--- config.mk ---
export PLATFORM = sky130hd
export DESIGN_NAME = ttv_fifo
export DESIGN_NICKNAME = d
export VERILOG_FILES = /design/src/hw/rtl/ttv_pkg.sv /design/src/hw/rtl/ttv_fifo.sv
export SDC_FILE = /design/constraint.sdc
export NUM_CORES = 1
export LEC_CHECK = 0
export BUFFER_PORTS_ARGS = -buffer_cell sky130_fd_sc_hd__buf_2
export CORE_AREA = 2 2 263 265
export DETAILED_ROUTE_END_ITERATION = 8
export DIE_AREA = 0 0 265 267
export PLACE_DENSITY_LB_ADDON = 0.08
export SYNTH_ARGS = -nofsm -noshare
export SYNTH_HDL_FRONTEND = slang
export SYNTH_SLANG_ARGS = --single-unit
--- constraint.sdc ---
create_clock -name clk_i -period 26.5 [get_ports clk_i]
set_clock_uncertainty 0.15 [all_clocks]
set_input_delay 1.325 -clock clk_i [delete_from_list [all_inputs] [get_ports clk_i]]
set_output_delay 1.325 -clock clk_i [all_outputs]
set_load 0.03 [all_outputs]
--- src/hw/rtl/ttv_pkg.sv ---
package ttv_pkg;

  // coordinate format
  localparam int unsigned COORD_WIDTH = 32;
  localparam int unsigned FRAC_BITS   = 16;

  // delta, product and numerator widths
  localparam int unsigned DW = COORD_WIDTH + 1;
  localparam int unsigned PW = 2 * DW;
  localparam int unsigned NW = PW + 1;

  // stream payload widths, padded to whole bytes
  localparam int unsigned IN_FIELDS   = 5;
  localparam int unsigned IN_TDATA_W  = ((IN_FIELDS * COORD_WIDTH + 7) / 8) * 8;
  localparam int unsigned OUT_FIELDS  = 3;
  localparam int unsigned OUT_TDATA_W = ((OUT_FIELDS * COORD_WIDTH + 7) / 8) * 8;
  localparam int unsigned OUT_TUSER_W = 3;

  // triangle queue between front and back
  localparam int unsigned FIFO_DEPTH = 2;

  // copy index of the final vertex of a triangle
  localparam logic [1:0] LAST_VERTEX = 2'd2;

  // edge deltas of one triangle, handed from front to back
  typedef struct packed {
    logic [2:0][DW-1:0] dp1;
    logic [2:0][DW-1:0] dp2;
    logic [DW-1:0]      du1;
    logic [DW-1:0]      dv1;
    logic [DW-1:0]      du2;
    logic [DW-1:0]      dv2;
  } job_t;

endpackage

--- src/hw/rtl/ttv_fifo.sv ---
module ttv_fifo
  import ttv_pkg::*;
(
  input  logic clk_i,
  input  logic rst_ni,
  input  logic push_i,
  input  job_t data_i,
  output logic full_o,
  input  logic pop_i,
  output job_t data_o,
  output logic empty_o
);

  localparam int unsigned PTRW = $clog2(FIFO_DEPTH);

  job_t            mem_q [FIFO_DEPTH];
  logic [PTRW-1:0] wr_ptr_q, rd_ptr_q;
  logic [PTRW:0]   count_q;

  function automatic logic [PTRW-1:0] bump(input logic [PTRW-1:0] p);
    return (p == PTRW'(FIFO_DEPTH - 1)) ? '0 : p + PTRW'(1);
  endfunction

  assign full_o  = (count_q == (PTRW+1)'(FIFO_DEPTH));
  assign empty_o = (count_q == '0);
  assign data_o  = mem_q[rd_ptr_q];

  always_ff @(posedge clk_i or negedge rst_ni) begin
    if (!rst_ni) begin
      wr_ptr_q <= '0;
      rd_ptr_q <= '0;
      count_q  <= '0;
    end else begin
      if (push_i) begin
        wr_ptr_q <= bump(wr_ptr_q);
      end
      if (pop_i) begin
        rd_ptr_q <= bump(rd_ptr_q);
      end
      if (push_i && !pop_i) begin
        count_q <= count_q + (PTRW+1)'(1);
      end else if (pop_i && !push_i) begin
        count_q <= count_q - (PTRW+1)'(1);
      end
    end
  end

  always_ff @(posedge clk_i) begin
    if (push_i) begin
      mem_q[wr_ptr_q] <= data_i;
    end
  end

endmodule

==> reports/qor.csv <==
metric,value,unit
status,completed,
p_clk_share,24.7,%
grt_pass1_wl,86400,µm
power.switching,1.35,mW
switching_share,35.2,%
netlist_area,0.0253,mm²
p_leak,12.6,nW
syn_to_final_growth,24.9,%
fin_crit,5.33,ns
pwr-share-seq,38.2,%
io_buffers,665,
busiest_layer,met2,
gr-usage-met3,8.28,%
cts_resized,0,
hp-class,register to register,
dp_hpwl,43900,µm
grt.overflow.total,0,
final_nets,2092,
cts-root-buf,clkbuf_16,
cts_buffer_depth,3,
cts_hold_buf,0,
drc_errors,0,
rsz0062_at_grt,false,
fin_tns_setup,0,ns
power,3.82,mW
drt-wirelength-per-cell,23.2,µm
drt-total-wl,62800,µm
coreArea,0.0680,mm²
ys_ff_latch,664,
synth.avg_cell_area,24.3,µm²
stdcell_area,0.0316,mm²
ant_nets,0,
internal_power,2.48,mW
die_y,267,µm
ys.warnings.count,0,
power_density,121,mW/mm²
worst_ep_arrival_time,3.86,ns
drive_gt1_share,60.8,%
setup_viol,0,
track_usage,17.0,%
start_util,37.3,%
power.share.combinational,37.1,%
cts_tree,built,
vias,12479,
floorplan.die_area,0.0708,mm²
clkTransAtPathRegs,0.06,ns
dieWidth,265,µm
layout.cells.non_filler,2711,
syn_inst,1043,
drtIter0Drc,732,
cts_setup_buffers,0,
max_freq,187,MHz
critPathCaptureType,primary output,
worstPathRequired,25.02,ns
maxCapViolCount,0,
vdd_drop_max,0.0000724,V
ios,666,
met2_usage,29.5,%
finalHoldViolations,0,
tightest_slew,1.25,ns
yosys.cell_types.count,15,
hold_ws,0.344,ns
yosysSeqAreaShare,78.6,%
final-max-slew-violation-count,0,
row_count,96,
fin_crit_sh,20.1,%
cts_sinks,664,
dr.pass1.iters,4,
worst_setup_path_start_kind,register,
placed_cells,2564,
htree_levels,3,
antenna_found_initial,43,
grt_start_max_net_pins,172,
grt_pass1_vias,13056,
slew-limit-headroom,16.4,%
insertion_delay,0.59,ns
syn_nets,1378,
cp_max_fo,57,
numCtsBuffers,73,
place_area,0.0294,mm²
vias_per_cell,4.60,
met1_usage,17.3,%
gp_congestion,0.753,
critPathKind,register to primary output,
cell usage after synthesis:
cell,number,area share [%]
edfxtp_1,660,78
mux2_4,290,17
mux2_2,40,1.8
buf_8,30,1.8
buf_2,4,0.079
dfrtp_1,4,0.40
xor2_1,4,0.14
buf_12,2,0.16
nor2_1,2,0.030
nor2b_1,2,0.049
and2_1,1,0.025
buf_6,1,0.044
ha_1,1,0.049
inv_1,1,0.015
xnor2_1,1,0.035
critical path: stages, from the launching register on:
cell and delay [ns]:
dfrtp_4 0.76, buf_4 0.88, buf_4 0.97, mux2_4 0.38, buf_2 0.18
layout make-up:
class,count,area [µm²]
Tap cell,882,1100
Inverter,1,3.75
Antenna cell,18,45.0
Sequential cell,664,19900
Multi-Input combinational cell,341,4900
Fill cell,5969,36300
Clock buffer,99,1970
Clock inverter,30,254
Timing Repair Buffer,676,3450
power by group through the flow:
stage | sequential, mW | clock [mW] | combinational [mW]
2_1_floorplan | 1.55 | 0 | 1.12
3_3_place_gp | 1.48 | 0 | 1.44
3_5_place_dp | 1.48 | 0 | 1.44
4_1_cts | 1.46 | 0.979 | 1.44
5_1_grt | 1.48 | 1.02 | 1.49
6_report | 1.46 | 0.945 | 1.42
placed cells by master, fill, tap and decap left out:
cell and count:
nor2b_1 1, ha_1 1, xnor2_1 1, inv_6 2
diode_2 18, inv_1 1, xor2_1 4, and2_4 1
buf_2 665, mux2_2 40, clkinv_2 9, edfxtp_1 660
mux2_4 290, buf_4 8, clkbuf_1 24, clkbuf_16 75
buf_12 3, clkinv_8 2, nor2b_4 1, dfrtp_4 1
inv_16 1, bufinv_16 3, dfrtp_1 3, nor2_1 2
clkinv_1 13
path summary, 6_finish.rpt:
check	startpoint	end	slack, ns	cells past startpoint
max in group asynchronous	rst_ni	rd_ptr_q	25.69	1
setup / recovery	rd_ptr_q	data_o[78]	21.17	4
setup reg to reg	wr_ptr_q	mem_q[0][199]	23.78	3
hold reg to reg	count_q[1]	count_q[1]	0.34	1
min in group asynchronous	rst_ni	rd_ptr_q	0.37	1
hold / removal	count_q[1]	count_q[1]	0.34	1
per-layer routing:
| metal | wire (µm) | vias to the layer above |
|---|---|---|
| met5 | 225 | - |
| met4 | 2210 | 38 |
| met3 | 6390 | 140 |
| met2 | 32300 | 472 |
| met1 | 21700 | 6188 |
| li1 | - | 5641 |
cells by family (layout without fill, tap and decap cells):
group | count (synthesis) | count (layout) | share of synthesized area [%]
buf+inv | 38 | 806 | 2.07
xor+xnor | 5 | 5 | 0.173
simple gates | 5 | 5 | 0.104
other cells | 0 | 18 | 0
mux | 330 | 330 | 19.0
flops | 664 | 664 | 78.6
fa+ha+maj | 1 | 1 | 0.0494
per-stage QoR:
step	worst slack, ns	utilization [%]
floorplan	9.78	-
global placement	21.69	43.2
detailed placement	21.69	43.2
CTS	21.02	46.5
global route	20.91	46.5
finish	21.17	46.5
sequential cells by signal (all words and copies together) (netlist names):
signal    cells
mem_q       660
count_q       2
rd_ptr_q      1
wr_ptr_q      1
(Power assumes the default switching activity.)
