===== config.mk =====
export PLATFORM = sky130hd
export DESIGN_NAME = ttv_div
export DESIGN_NICKNAME = d
export VERILOG_FILES = /design/src/hw/rtl/ttv_pkg.sv /design/src/hw/rtl/ttv_div.sv
export SDC_FILE = /design/constraint.sdc
export NUM_CORES = 1
export LEC_CHECK = 0
export BUFFER_PORTS_ARGS = -buffer_cell sky130_fd_sc_hd__buf_2
export CORE_ASPECT_RATIO = 1.75
export CORE_UTILIZATION = 50
export CTS_BUF_LIST = sky130_fd_sc_hd__clkbuf_16
export DETAILED_ROUTE_END_ITERATION = 10
export PLACE_DENSITY = 0.8
export SLEW_MARGIN = 5
export SYNTH_ARGS = -nofsm -noshare
export SYNTH_HDL_FRONTEND = slang
export SYNTH_SLANG_ARGS = --single-unit

===== constraint.sdc =====
create_clock -name clk_i -period 6.1 [get_ports clk_i]
set_input_delay 1.525 -clock clk_i [delete_from_list [all_inputs] [get_ports clk_i]]
set_output_delay 1.525 -clock clk_i [all_outputs]
set_load 0.005 [all_outputs]

===== src/hw/rtl/ttv_pkg.sv =====
package ttv_pkg;

  // coordinate format
  localparam int unsigned COORD_WIDTH = 32;
  localparam int unsigned FRAC_BITS   = 16;

  // delta, product and numerator widths
  localparam int unsigned DW = COORD_WIDTH + 1;
  localparam int unsigned PW = 2 * DW;
  localparam int unsigned NW = PW + 1;

  // stream payload widths, padded to whole bytes
  localparam int unsigned IN_FIELDS   = 5;
  localparam int unsigned IN_TDATA_W  = ((IN_FIELDS * COORD_WIDTH + 7) / 8) * 8;
  localparam int unsigned OUT_FIELDS  = 3;
  localparam int unsigned OUT_TDATA_W = ((OUT_FIELDS * COORD_WIDTH + 7) / 8) * 8;
  localparam int unsigned OUT_TUSER_W = 3;

  // triangle queue between front and back
  localparam int unsigned FIFO_DEPTH = 2;

  // copy index of the final vertex of a triangle
  localparam logic [1:0] LAST_VERTEX = 2'd2;

  // edge deltas of one triangle, handed from front to back
  typedef struct packed {
    logic [2:0][DW-1:0] dp1;
    logic [2:0][DW-1:0] dp2;
    logic [DW-1:0]      du1;
    logic [DW-1:0]      dv1;
    logic [DW-1:0]      du2;
    logic [DW-1:0]      dv2;
  } job_t;

endpackage


===== src/hw/rtl/ttv_div.sv =====
module ttv_div
  import ttv_pkg::*;
(
  input  logic                   clk_i,
  input  logic                   rst_ni,
  input  logic                   start_i,
  input  logic signed [NW-1:0]   num_i,
  input  logic signed [NW-1:0]   den_i,
  output logic                   done_o,
  output logic [COORD_WIDTH-1:0] quo_o
);

  // restoring division of |num| * 2^FRAC_BITS by |den|, one quotient bit a cycle
  localparam int unsigned DIVW  = NW + FRAC_BITS;
  localparam int unsigned CNTW  = $clog2(DIVW + 1);
  localparam int unsigned QW    = COORD_WIDTH + 1;

  logic            busy_q, done_q;
  logic [CNTW-1:0] cnt_q;
  logic [DIVW-1:0] n_q;
  logic [NW-1:0]   d_q;
  logic [NW:0]     rem_q, rem_sh;
  logic [QW-1:0]   q_q, lim, mag;
  logic            ovf_q, neg_q, ge;
  logic [NW-1:0]   num_mag, den_mag;

  assign num_mag = num_i[NW-1] ? NW'(-num_i) : NW'(num_i);
  assign den_mag = den_i[NW-1] ? NW'(-den_i) : NW'(den_i);

  assign rem_sh = {rem_q[NW-1:0], n_q[DIVW-1]};
  assign ge     = rem_sh >= {1'b0, d_q};

  always_ff @(posedge clk_i or negedge rst_ni) begin
    if (!rst_ni) begin
      busy_q <= 1'b0;
      done_q <= 1'b0;
      cnt_q  <= '0;
    end else begin
      done_q <= busy_q && (cnt_q == CNTW'(1));
      if (start_i) begin
        busy_q <= 1'b1;
        cnt_q  <= CNTW'(DIVW);
      end else if (busy_q) begin
        cnt_q <= cnt_q - CNTW'(1);
        if (cnt_q == CNTW'(1)) begin
          busy_q <= 1'b0;
        end
      end
    end
  end

  always_ff @(posedge clk_i) begin
    if (start_i) begin
      n_q   <= {num_mag, {FRAC_BITS{1'b0}}};
      d_q   <= den_mag;
      rem_q <= '0;
      q_q   <= '0;
      ovf_q <= 1'b0;
      neg_q <= num_i[NW-1] ^ den_i[NW-1];
    end else if (busy_q) begin
      n_q   <= n_q << 1;
      rem_q <= ge ? rem_sh - {1'b0, d_q} : rem_sh;
      q_q   <= {q_q[QW-2:0], ge};
      // any bit pushed past the top means the quotient is out of range
      ovf_q <= ovf_q | q_q[QW-1];
    end
  end

  // saturate the magnitude, then apply the sign
  assign lim    = neg_q ? (QW'(1) << (COORD_WIDTH - 1))
                        : (QW'(1) << (COORD_WIDTH - 1)) - QW'(1);
  assign mag    = (ovf_q || q_q > lim) ? lim : q_q;
  assign quo_o  = neg_q ? COORD_WIDTH'(-mag) : COORD_WIDTH'(mag);
  assign done_o = done_q;

endmodule


==> flow_summary.yaml <==
detailed_routing:
  routed_wirelength_um: 49900
  routedWlPerCell_um: 18.2
  vias: 16700
  detailedRoute.firstIterationViolations: 853
  vias_per_cell: 6.09
  ant_nets: 0
  detail_route.first_pass.iterations: 6
  drt_drc_violations_left: 0
yosys:
  synth-seq-cells: 245
  synth_fp_nets: 2370
  async_flop_share_pct: 3.67
  synth_edf_count: 135
  netlist_area_before_placement_um2: 17800
  ys_seq_area_share_pct: 35.3
  netlist_instances: 2128
  synth.yosys.warnings: 0
  yosys.area.top_type_share_pct: 22.7
  syn_avg_cell_area_um2: 8.39
  ys_dominant_reg_cell: "edfxtp_1"
  post-synth-top-area-cell: "edfxtp_1"
  post_synth_num_cell_types: 64
  leading_cell_types_by_total_area_after_synthesis: "edfxtp_1 (23%), dfxtp_1 (11%), ha_1 (7.3%)"
power_and_ir_drop:
  cell_internal_pwr_mw: 2.97
  p_leak_nw: 8.51
  p_seq_share_pct: 46.8
  max-vdd-ir-drop_uv: 206
  power-per-cell-area_nw_per_um2: 201
  p_switching_mw: 1.11
  comb_power_share_pct: 16.8
  switching_share_pct: 27.2
  power.share.clock_pct: 36.4
floorplan:
  die_height_um: 252
  io_pins: 170
  dieArea_um2: 36500
  design.core.area_um2: 35200
  die_width_um: 145
  initial_utilization_pct: 50.7
  core.rowCount: 91
finish:
  leading_cell_types_in_the_layout_fill_and_taps_excluded: "nand2_1 (221), nor2_1 (218), a21oi_1 (194), buf_2 (168), edfxtp_1 (135)"
  total_nets_final: 2490
  layout-drive-gt1-share_pct: 14.0
  final_util_pct: 57.8
  layout-area-overhead-vs-synth_pct: 13.9
  layout_commonest_cell: "nand2_1"
sta:
  setup_viol_count_final: 3
  tightest_slew_ns: 1.14
  fin_worst_skew_ns: 0.0259
  rsz_0062_raised_after_global_routing: "true"
  final-hold-violation-count: 0
  final_max_slew_viol_count: 0
  max_clock_freq_ghz: 0.159
  setup_tns_ns: -0.325
  final.period_utilization_pct: 103
  post-route-min-period_ns: 6.27
  max-slew-margin-rel_pct: 23.7
  setup_slack_ns: -0.170
setup_path:
  critical_path.max_fanout: 10
  worst_ep_arrival_time_ns: 4.74
  critPathKind: "reg -> out"
  crit_path_end_kind: "output port"
  required_ns: 4.58
  crit_path_start_kind: "register"
grt:
  overflow: 0
  globalRouteTotalUtil_pct: 27.0
  grt_antenna_before_repair: 8
  grt_pass1_vias: 16600
  grt_pass1_wl_um: 78900
  grt_max_degree: 195
place:
  io_buffers: 169
  gpl.final_weighted_congestion: 0.958
  hpwlAfterDp_um: 36100
clock_tree:
  cts.path.max_buffers: 3
  tritoncts: "yes"
  cts.sink_count: 245
  tritoncts.num_buffers: 25
  worst_skew_pair.late_latency_ns: 0.56
  clk_pin_slew_worst_paths_ns: 0.06
  clock_tree.root_cell: "clkbuf_16"
  h_tree_lvls: 1
  ctsHoldBuffers: 0
status:
  outcome: "finished with violations"
  violations_in_the_final_reports: "setup timing"
hold_path:
  hold_class: "reg -> reg"
flow_run:
  maxCapViolCount: 0
worst max-delay path, cell delays in order, from the launching register on:
cell and delay [ns]:
edfxtp_1 0.38, buf_6 0.16, buf_16 0.15, ha_1 0.28, nand4_1 0.18, or4_4 0.62, o21ai_4 0.18, o21ai_4 0.10
a21oi_2 0.16, ha_2 0.21, nand4_1 0.13, or3_4 0.44, nand2b_4 0.16, or2_4 0.29, o41ai_4 0.30, xor2_1 0.19
a21oi_1 0.08, buf_2 0.17
area by class of cell:
class	instances	area (um2)
Inverter	115	432
Clock inverter	21	144
Multi-Input combinational cell	1652	11000
Fill cell	3063	14900
Antenna cell	5	12.5
Sequential cell	245	6300
Tap cell	465	582
Clock buffer	25	626
Timing Repair Buffer	209	1230
metal layers:
| layer | wire length [um] | GRT usage, % | up-vias |
|---|---|---|---|
| met5 | 48 | 0 | - |
| met1 | 17700 | 27.0 | 7899 |
| li1 | - | - | 7995 |
| met3 | 2520 | 4.12 | 191 |
| met2 | 26200 | 50.1 | 571 |
| met4 | 3390 | 18.4 | 10 |
final timing paths:
check | start | end | slack (ns) | depth (start not counted)
max in group asynchronous | rst_ni | busy_q | 5.07 | 1
worst min-delay path | rem_q[30] | rem_q[30] | 0.48 | 2
min in group asynchronous | rst_ni | cnt_q[5] | 0.81 | 1
worst max-delay path | neg_q | quo_o[30] | -0.17 | 17
worst max register to register | d_q[0] | rem_q[64] | 1.51 | 13
worst min register to register | rem_q[30] | rem_q[30] | 0.48 | 2
per-stage QoR:
stage / total power, mW / cell area [um2] / hold WS [ns] / cells / worst slack (ns)
detailed placement: 2.59 / 19100 / 0.476 / 2671 / 0.00280
floorplan: 2.37 / 17900 / 0.446 / 2128 / 0.00127
finish: 4.08 / 20300 / 0.482 / 2737 / -0.170
global route: 4.25 / 20300 / 0.511 / 2733 / -0.347
CTS: 4.09 / 20200 / 0.485 / 2730 / 0.000858
global placement: 2.56 / 19100 / 0.470 / 2671 / 0.00900
sequential cells by signal, summed over array words and instances (netlist names):
| name | flops |
|---|---|
| busy_q | 1 |
| cnt_q | 7 |
| d_q | 67 |
| done_o | 1 |
| n_q | 67 |
| neg_q | 1 |
| ovf_q | 1 |
| q_q | 33 |
| rem_q | 67 |
timing repair:
action | CTS | global route
setup buffers | 10 | 4
setup endpoints to repair | 5 | 7
resized for setup | 22 | 27
pin swaps | 8 | 23
cloned | 3 | 0
logic make-up (layout without fill, tap and decap cells):
logic type	after synthesis	count (layout)	synth area share, %
AO/OA/AOI/OAI	596	596	21.4
XOR/XNOR	202	202	9.91
adder cells (fa/ha/maj)	105	105	7.40
buffers and inverters	231	370	4.86
flip-flops	245	245	35.3
multiplexers	42	42	2.41
other	0	5	0
AND/OR/NAND/NOR	707	707	18.7
synth_stat cells, drive strengths merged, types with 4 or more instances:
cell,number
nor2b,12
a311oi,52
inv,114
edfxtp,135
ha,104
or4,36
o21bai,19
o21a,7
and3,5
a32oi,4
and2,7
mux2,8
or3,37
xor2,99
nand4,39
o41ai,24
nor4,22
o31ai,53
clkbuf,107
dfxtp,101
buf,9
a21oi,202
a211o,5
a21o,38
mux2i,34
or2,17
a31oi,15
nand3b,4
xnor2,103
o22ai,7
a211oi,13
o21ai,116
nand3,26
nor3,33
nor2,221
nand2,221
a22oi,5
o211ai,7
nand2b,20
dfrtp,9
power by group through the flow:
stage          clock, mW  combinational, mW  sequential, mW
4_1_cts             1.51              0.675            1.91
3_5_place_dp           0              0.645            1.94
2_1_floorplan          0              0.434            1.93
5_1_grt             1.57              0.758            1.92
3_3_place_gp           0              0.626            1.94
6_report            1.48              0.687            1.91
Note: power is estimated with default switching activity, not from simulation.
