### src/hw/rtl/ttv_pkg.sv
package ttv_pkg;

  // coordinate format
  localparam int unsigned COORD_WIDTH = 32;
  localparam int unsigned FRAC_BITS   = 16;

  // delta, product and numerator widths
  localparam int unsigned DW = COORD_WIDTH + 1;
  localparam int unsigned PW = 2 * DW;
  localparam int unsigned NW = PW + 1;

  // stream payload widths, padded to whole bytes
  localparam int unsigned IN_FIELDS   = 5;
  localparam int unsigned IN_TDATA_W  = ((IN_FIELDS * COORD_WIDTH + 7) / 8) * 8;
  localparam int unsigned OUT_FIELDS  = 3;
  localparam int unsigned OUT_TDATA_W = ((OUT_FIELDS * COORD_WIDTH + 7) / 8) * 8;
  localparam int unsigned OUT_TUSER_W = 3;

  // triangle queue between front and back
  localparam int unsigned FIFO_DEPTH = 2;

  // copy index of the final vertex of a triangle
  localparam logic [1:0] LAST_VERTEX = 2'd2;

  // edge deltas of one triangle, handed from front to back
  typedef struct packed {
    logic [2:0][DW-1:0] dp1;
    logic [2:0][DW-1:0] dp2;
    logic [DW-1:0]      du1;
    logic [DW-1:0]      dv1;
    logic [DW-1:0]      du2;
    logic [DW-1:0]      dv2;
  } job_t;

endpackage

### src/hw/rtl/ttv_back.sv
module ttv_back
  import ttv_pkg::*;
(
  input  logic                   clk_i,
  input  logic                   rst_ni,
  input  logic                   empty_i,
  input  job_t                   job_i,
  output logic                   pop_o,
  output logic                   div_start_o,
  output logic signed [NW-1:0]   div_num_o,
  output logic signed [NW-1:0]   div_den_o,
  input  logic                   div_done_i,
  input  logic [COORD_WIDTH-1:0] div_quo_i,
  output logic                   m_axis_tvalid_o,
  input  logic                   m_axis_tready_i,
  output logic [OUT_TDATA_W-1:0] m_axis_tdata_o,
  output logic [OUT_TUSER_W-1:0] m_axis_tuser_o,
  output logic                   m_axis_tlast_o
);

  localparam logic [2:0] ST_IDLE     = 3'd0;
  localparam logic [2:0] ST_MUL      = 3'd1;
  localparam logic [2:0] ST_DIV_GO   = 3'd2;
  localparam logic [2:0] ST_DIV_WAIT = 3'd3;
  localparam logic [2:0] ST_EMIT     = 3'd4;

  localparam int unsigned MUL_STEPS = 8;
  localparam int unsigned MSW       = $clog2(MUL_STEPS + 1);

  logic [2:0]     state_q, state_d;
  logic [MSW-1:0] mstep_q, prev_step;
  logic [1:0]     comp_q, emit_idx_q, pidx;
  job_t           job_q;

  logic signed [DW-1:0] mul_a, mul_b;
  logic signed [PW-1:0] prod_d, prod_q, first_q;
  logic signed [NW-1:0] det_q, pair_diff;
  logic signed [NW-1:0] num_q [3];
  logic [COORD_WIDTH-1:0] tan_q [3];
  logic                 degen, load_out;

  logic                             m_valid_q;
  logic [OUT_FIELDS*COORD_WIDTH-1:0] m_data_q;
  logic [OUT_TUSER_W-1:0]           m_user_q;
  logic                             m_last_q;

  // det = du1*dv2 - dv1*du2, num_k = dp1_k*dv2 - dp2_k*dv1, one product a cycle
  always_comb begin
    case (mstep_q[2:0])
      3'd0:    begin mul_a = job_q.du1;    mul_b = job_q.dv2; end
      3'd1:    begin mul_a = job_q.dv1;    mul_b = job_q.du2; end
      3'd2:    begin mul_a = job_q.dp1[0]; mul_b = job_q.dv2; end
      3'd3:    begin mul_a = job_q.dp2[0]; mul_b = job_q.dv1; end
      3'd4:    begin mul_a = job_q.dp1[1]; mul_b = job_q.dv2; end
      3'd5:    begin mul_a = job_q.dp2[1]; mul_b = job_q.dv1; end
      3'd6:    begin mul_a = job_q.dp1[2]; mul_b = job_q.dv2; end
      default: begin mul_a = job_q.dp2[2]; mul_b = job_q.dv1; end
    endcase
  end

  assign prod_d    = mul_a * mul_b;
  assign prev_step = mstep_q - MSW'(1);
  assign pidx      = prev_step[2:1];
  assign pair_diff = NW'(first_q) - NW'(prod_q);

  assign degen       = (det_q == '0);
  assign pop_o       = (state_q == ST_IDLE) && !empty_i;
  assign div_start_o = (state_q == ST_DIV_GO) && !degen;
  assign div_num_o   = num_q[comp_q];
  assign div_den_o   = det_q;
  assign load_out    = (state_q == ST_EMIT) && (!m_valid_q || m_axis_tready_i);

  always_comb begin
    state_d = state_q;
    unique case (state_q)
      ST_IDLE: begin
        if (!empty_i) state_d = ST_MUL;
      end
      ST_MUL: begin
        if (mstep_q == MSW'(MUL_STEPS)) state_d = ST_DIV_GO;
      end
      ST_DIV_GO: begin
        if (!degen) state_d = ST_DIV_WAIT;
        else if (comp_q == LAST_VERTEX) state_d = ST_EMIT;
      end
      ST_DIV_WAIT: begin
        if (div_done_i) state_d = (comp_q == LAST_VERTEX) ? ST_EMIT : ST_DIV_GO;
      end
      ST_EMIT: begin
        if (load_out && emit_idx_q == LAST_VERTEX) state_d = ST_IDLE;
      end
      default: state_d = ST_IDLE;
    endcase
  end

  always_ff @(posedge clk_i or negedge rst_ni) begin
    if (!rst_ni) begin
      state_q    <= ST_IDLE;
      mstep_q    <= '0;
      comp_q     <= '0;
      emit_idx_q <= '0;
      m_valid_q  <= 1'b0;
    end else begin
      state_q <= state_d;
      if (state_q == ST_IDLE) begin
        mstep_q <= '0;
      end else if (state_q == ST_MUL) begin
        mstep_q <= mstep_q + MSW'(1);
        comp_q  <= '0;
      end
      if ((state_q == ST_DIV_GO && degen) || (state_q == ST_DIV_WAIT && div_done_i)) begin
        comp_q <= comp_q + 2'd1;
      end
      if (state_q == ST_DIV_GO || state_q == ST_DIV_WAIT) begin
        emit_idx_q <= '0;
      end else if (load_out) begin
        emit_idx_q <= emit_idx_q + 2'd1;
      end
      if (load_out) begin
        m_valid_q <= 1'b1;
      end else if (m_axis_tready_i) begin
        m_valid_q <= 1'b0;
      end
    end
  end

  always_ff @(posedge clk_i) begin
    if (pop_o) begin
      job_q <= job_i;
    end
    if (state_q == ST_MUL) begin
      if (mstep_q != MSW'(MUL_STEPS)) begin
        prod_q <= prod_d;
      end
      if (mstep_q != '0) begin
        if (!prev_step[0]) begin
          first_q <= prod_q;
        end else begin
          case (pidx)
            2'd0:    det_q              <= pair_diff;
            default: num_q[pidx - 2'd1] <= pair_diff;
          endcase
        end
      end
    end
    if (state_q == ST_DIV_GO && degen) begin
      tan_q[comp_q] <= '0;
    end
    if (state_q == ST_DIV_WAIT && div_done_i) begin
      tan_q[comp_q] <= div_quo_i;
    end
    if (load_out) begin
      m_data_q <= {tan_q[2], tan_q[1], tan_q[0]};
      m_user_q <= {degen, emit_idx_q};
      m_last_q <= (emit_idx_q == LAST_VERTEX);
    end
  end

  assign m_axis_tvalid_o = m_valid_q;
  assign m_axis_tdata_o  = OUT_TDATA_W'(m_data_q);
  assign m_axis_tuser_o  = m_user_q;
  assign m_axis_tlast_o  = m_last_q;

  a_degen_zero: assert property (@(posedge clk_i) disable iff (!rst_ni)
    m_valid_q && m_user_q[2] |-> m_data_q == '0)
    else $error("degenerate triangle with nonzero tangent");

  a_last_index: assert property (@(posedge clk_i) disable iff (!rst_ni)
    m_valid_q |-> m_last_q == (m_user_q[1:0] == LAST_VERTEX))
    else $error("last flag out of step with vertex index");

  a_done_waiting: assert property (@(posedge clk_i) disable iff (!rst_ni)
    div_done_i |-> state_q == ST_DIV_WAIT)
    else $error("divider finished while no quotient expected");

  a_div_idle_start: assert property (@(posedge clk_i) disable iff (!rst_ni)
    div_start_o |=> !div_done_i)
    else $error("divider result right after start");

endmodule

### config.mk
export PLATFORM = sky130hd
export DESIGN_NAME = ttv_back
export DESIGN_NICKNAME = d
export VERILOG_FILES = /design/src/hw/rtl/ttv_pkg.sv /design/src/hw/rtl/ttv_back.sv
export SDC_FILE = /design/constraint.sdc
export NUM_CORES = 2
export LEC_CHECK = 0
export BUFFER_PORTS_ARGS = -buffer_cell sky130_fd_sc_hd__buf_2
export CAP_MARGIN = 20
export CORE_ASPECT_RATIO = 0.8
export CORE_MARGIN = 1
export CORE_UTILIZATION = 34
export CTS_CLUSTER_DIAMETER = 200
export DETAILED_ROUTE_END_ITERATION = 12
export RECOVER_POWER = 25
export SETUP_SLACK_MARGIN = 0.1
export SYNTH_ARGS = -nofsm -noshare
export SYNTH_HDL_FRONTEND = slang
export SYNTH_SLANG_ARGS = --single-unit
export TNS_END_PERCENT = 30
### constraint.sdc
create_clock -name clk_i -period 53.2 [get_ports clk_i]
set_input_delay 10.64 -clock clk_i [delete_from_list [all_inputs] [get_ports clk_i]]
set_output_delay 10.64 -clock clk_i [all_outputs]
set_load 0.03 [all_outputs]
==> impl_metrics.json <==
{
  "hp-class": "reg -> reg",
  "use_met2_pct": 32.8,
  "drtPass1Iterations": 7,
  "fin_crit_ns": 22.85,
  "yosysMostFrequentCell": "inv_1",
  "grtUsageMet1_pct": 28.3,
  "critPathKind": "in -> out",
  "grt_pass1_vias": 53600,
  "cts_sinks": 938,
  "finish.utilization_pct": 38.9,
  "synthesis.nets": 8253,
  "cts_buffer_depth": 3,
  "setup_viol": 0,
  "vias_per_cell": 5.14,
  "r2r_cells": 31,
  "synth_top_area_cell": "edfxtp_1",
  "cts_resized": 0,
  "drive_above_1_share_pct": 13.8,
  "fmax_mhz": 43.8,
  "io_buffer_count": 603,
  "hold_buffers": 0,
  "cts_tree": "built",
  "maxCapViolations": 5,
  "die_area_um2": 221000,
  "drt-initial-drc-count": 4605,
  "routabilityCongestion": 0.940,
  "track_usage_pct": 21.0,
  "cts_setup_buffers": 0,
  "tightest_slew_ns": 3.48,
  "drc": 0,
  "layout.nets": 8796,
  "rsz0062_at_grt": "no",
  "synth-edff-count": 926,
  "required_ns": 42.56,
  "syn2layout_area_growth_pct": 13.7,
  "yosys-top-cells-count": "inv_1 (1195), fa_1 (1146), edfxtp_1 (926)",
  "synth-seq-cells": 938,
  "setup_tns_ns": 0,
  "hold_viol": 0,
  "drtAntennaViolNets": 0,
  "insertion_delay_ns": 0.75,
  "yosys_warnings": 0,
  "wirelength_um": 230000,
  "status": "complete, but fails checks",
  "grt_first_pass_wirelength_um": 344000,
  "rrSetupSlack_ns": 38.94,
  "slew_viol_final": 185,
  "ios": 604,
  "synth_area_leaders": "edfxtp_1 (37%), fa_1 (31%), inv_1 (6.0%), ha_1 (4.9%), nand2_1 (3.7%)",
  "grt_overflow": 0,
  "use_met3_pct": 5.29,
  "initial_core_util_pct": 34.2,
  "wire_per_inst_um": 23.1,
  "netlist.area_leader.share_pct": 37.3,
  "synth_area_um2": 74500,
  "critPathLaunchType": "primary input",
  "grt_start_max_net_pins": 167,
  "end_kind": "output pin",
  "ys_seq_area_share_pct": 37.7,
  "failed_checks": "capacitance limit, slew limit",
  "core_area_um2": 218000,
  "root_buffer": "clkbuf_16",
  "synth.distinct_cells": 91,
  "relSlewSlack_pct": -132,
  "antenna_found_initial": 39,
  "synthCells": 6447,
  "busiest_layer": "met2",
  "htreeDepth": 3,
  "cts.clk_slew.worst_paths_ns": 0.06,
  "hold_ws_ns": 0.416,
  "crit_arrival_ns": 12.21,
  "numCtsBuffers": 95,
  "dp_hpwl_um": 174000,
  "min_path_cells": 0,
  "syn_area_per_cell_um2": 11.6,
  "period_share_pct": 42.9,
  "fp-row-count": 153,
  "finClkSkew_ns": 0.0498,
  "path_max_fanout": 2,
  "die_w_um": 525,
  "synth_flop_cell": "edfxtp_1",
  "vias": 51200,
  "ys_async_sr_fraction_pct": 1.28,
  "dieHeight_um": 421
}
cell usage in the layout, fill, tap and decap left out, types with 90 or more instances in the layout:
cell / Yosys / layout
nand2_1: 728 / 728
edfxtp_1: 926 / 926
a21oi_1: 130 / 132
clkbuf_16: 0 / 96
xnor2_1: 90 / 90
inv_1: 1195 / 1194
nor2_1: 627 / 624
buf_2: 20 / 604
o21ai_0: 134 / 129
buf_4: 0 / 121
ha_1: 293 / 290
fa_1: 1146 / 1146
state kept, by name (all words and copies together) (netlist names):
| name | flops |
|---|---|
| job_q | 330 |
| num_q | 201 |
| m_axis_tdata_o | 96 |
| tan_q | 96 |
| div_den_o | 67 |
| first_q | 66 |
| prod_q | 66 |
| mstep_q | 4 |
| m_axis_tuser_o | 3 |
| state_q | 3 |
| comp_q | 2 |
| emit_idx_q | 2 |
| m_axis_tlast_o | 1 |
| m_axis_tvalid_o | 1 |
kinds of logic after synthesis:
kind of cell,share of synthesized area [%]
AND/OR/NAND/NOR,9.23
flip-flops,37.7
XOR/XNOR,1.55
multiplexers,0.980
adder cells (fa/ha/maj),35.7
buffers and inverters,7.55
AO/OA/AOI/OAI,7.28
final timing paths:
kind	from	end
worst max-delay path	empty_i	pop_o
worst min-delay path	tan_q[0][20]	m_axis_tdata_o[20]
worst max register to register	mstep_q[2]	prod_q[65]
worst min register to register	tan_q[0][20]	m_axis_tdata_o[20]
max in group asynchronous	rst_ni	comp_q[1]
min in group asynchronous	rst_ni	state_q[1]
per-stage QoR:
step,instances,cell area (um2),worst slack (ns)
2_1_floorplan,6447,74500,0.223
3_5_place_dp,9752,81500,30.44
3_3_place_gp,9750,81400,30.42
4_1_cts,9929,84700,30.43
6_report,9953,84700,30.35
5_1_grt,9951,84700,30.40
worst max-delay path, cell delays in order:
cell and delay [ns]:
buf_2 0.11, nor4_2 0.94, buf_2 0.51
area by class of cell:
class / instances / area (um2)
Clock buffer: 113 / 2470
Multi-Input combinational cell: 4018 / 41100
Antenna cell: 16 / 40.0
Inverter: 1196 / 4490
Fill cell: 20900 / 133000
Timing Repair Buffer: 741 / 4150
Clock inverter: 64 / 752
Tap cell: 2867 / 3590
Sequential cell: 938 / 28100
per-layer routing:
| metal | share of wire (%) | up-vias | routed length, um |
|---|---|---|---|
| met5 | 0.034 | - | 77 |
| met4 | 3.6 | 12 | 8370 |
| met3 | 9.8 | 447 | 22600 |
| met2 | 44 | 2425 | 102000 |
| met1 | 42 | 26400 | 96600 |
| li1 | - | 21900 | - |
Power is left out: the tool's default activity adds up to more than one toggle a clock period on the data nets, which glitch-free logic cannot reach.
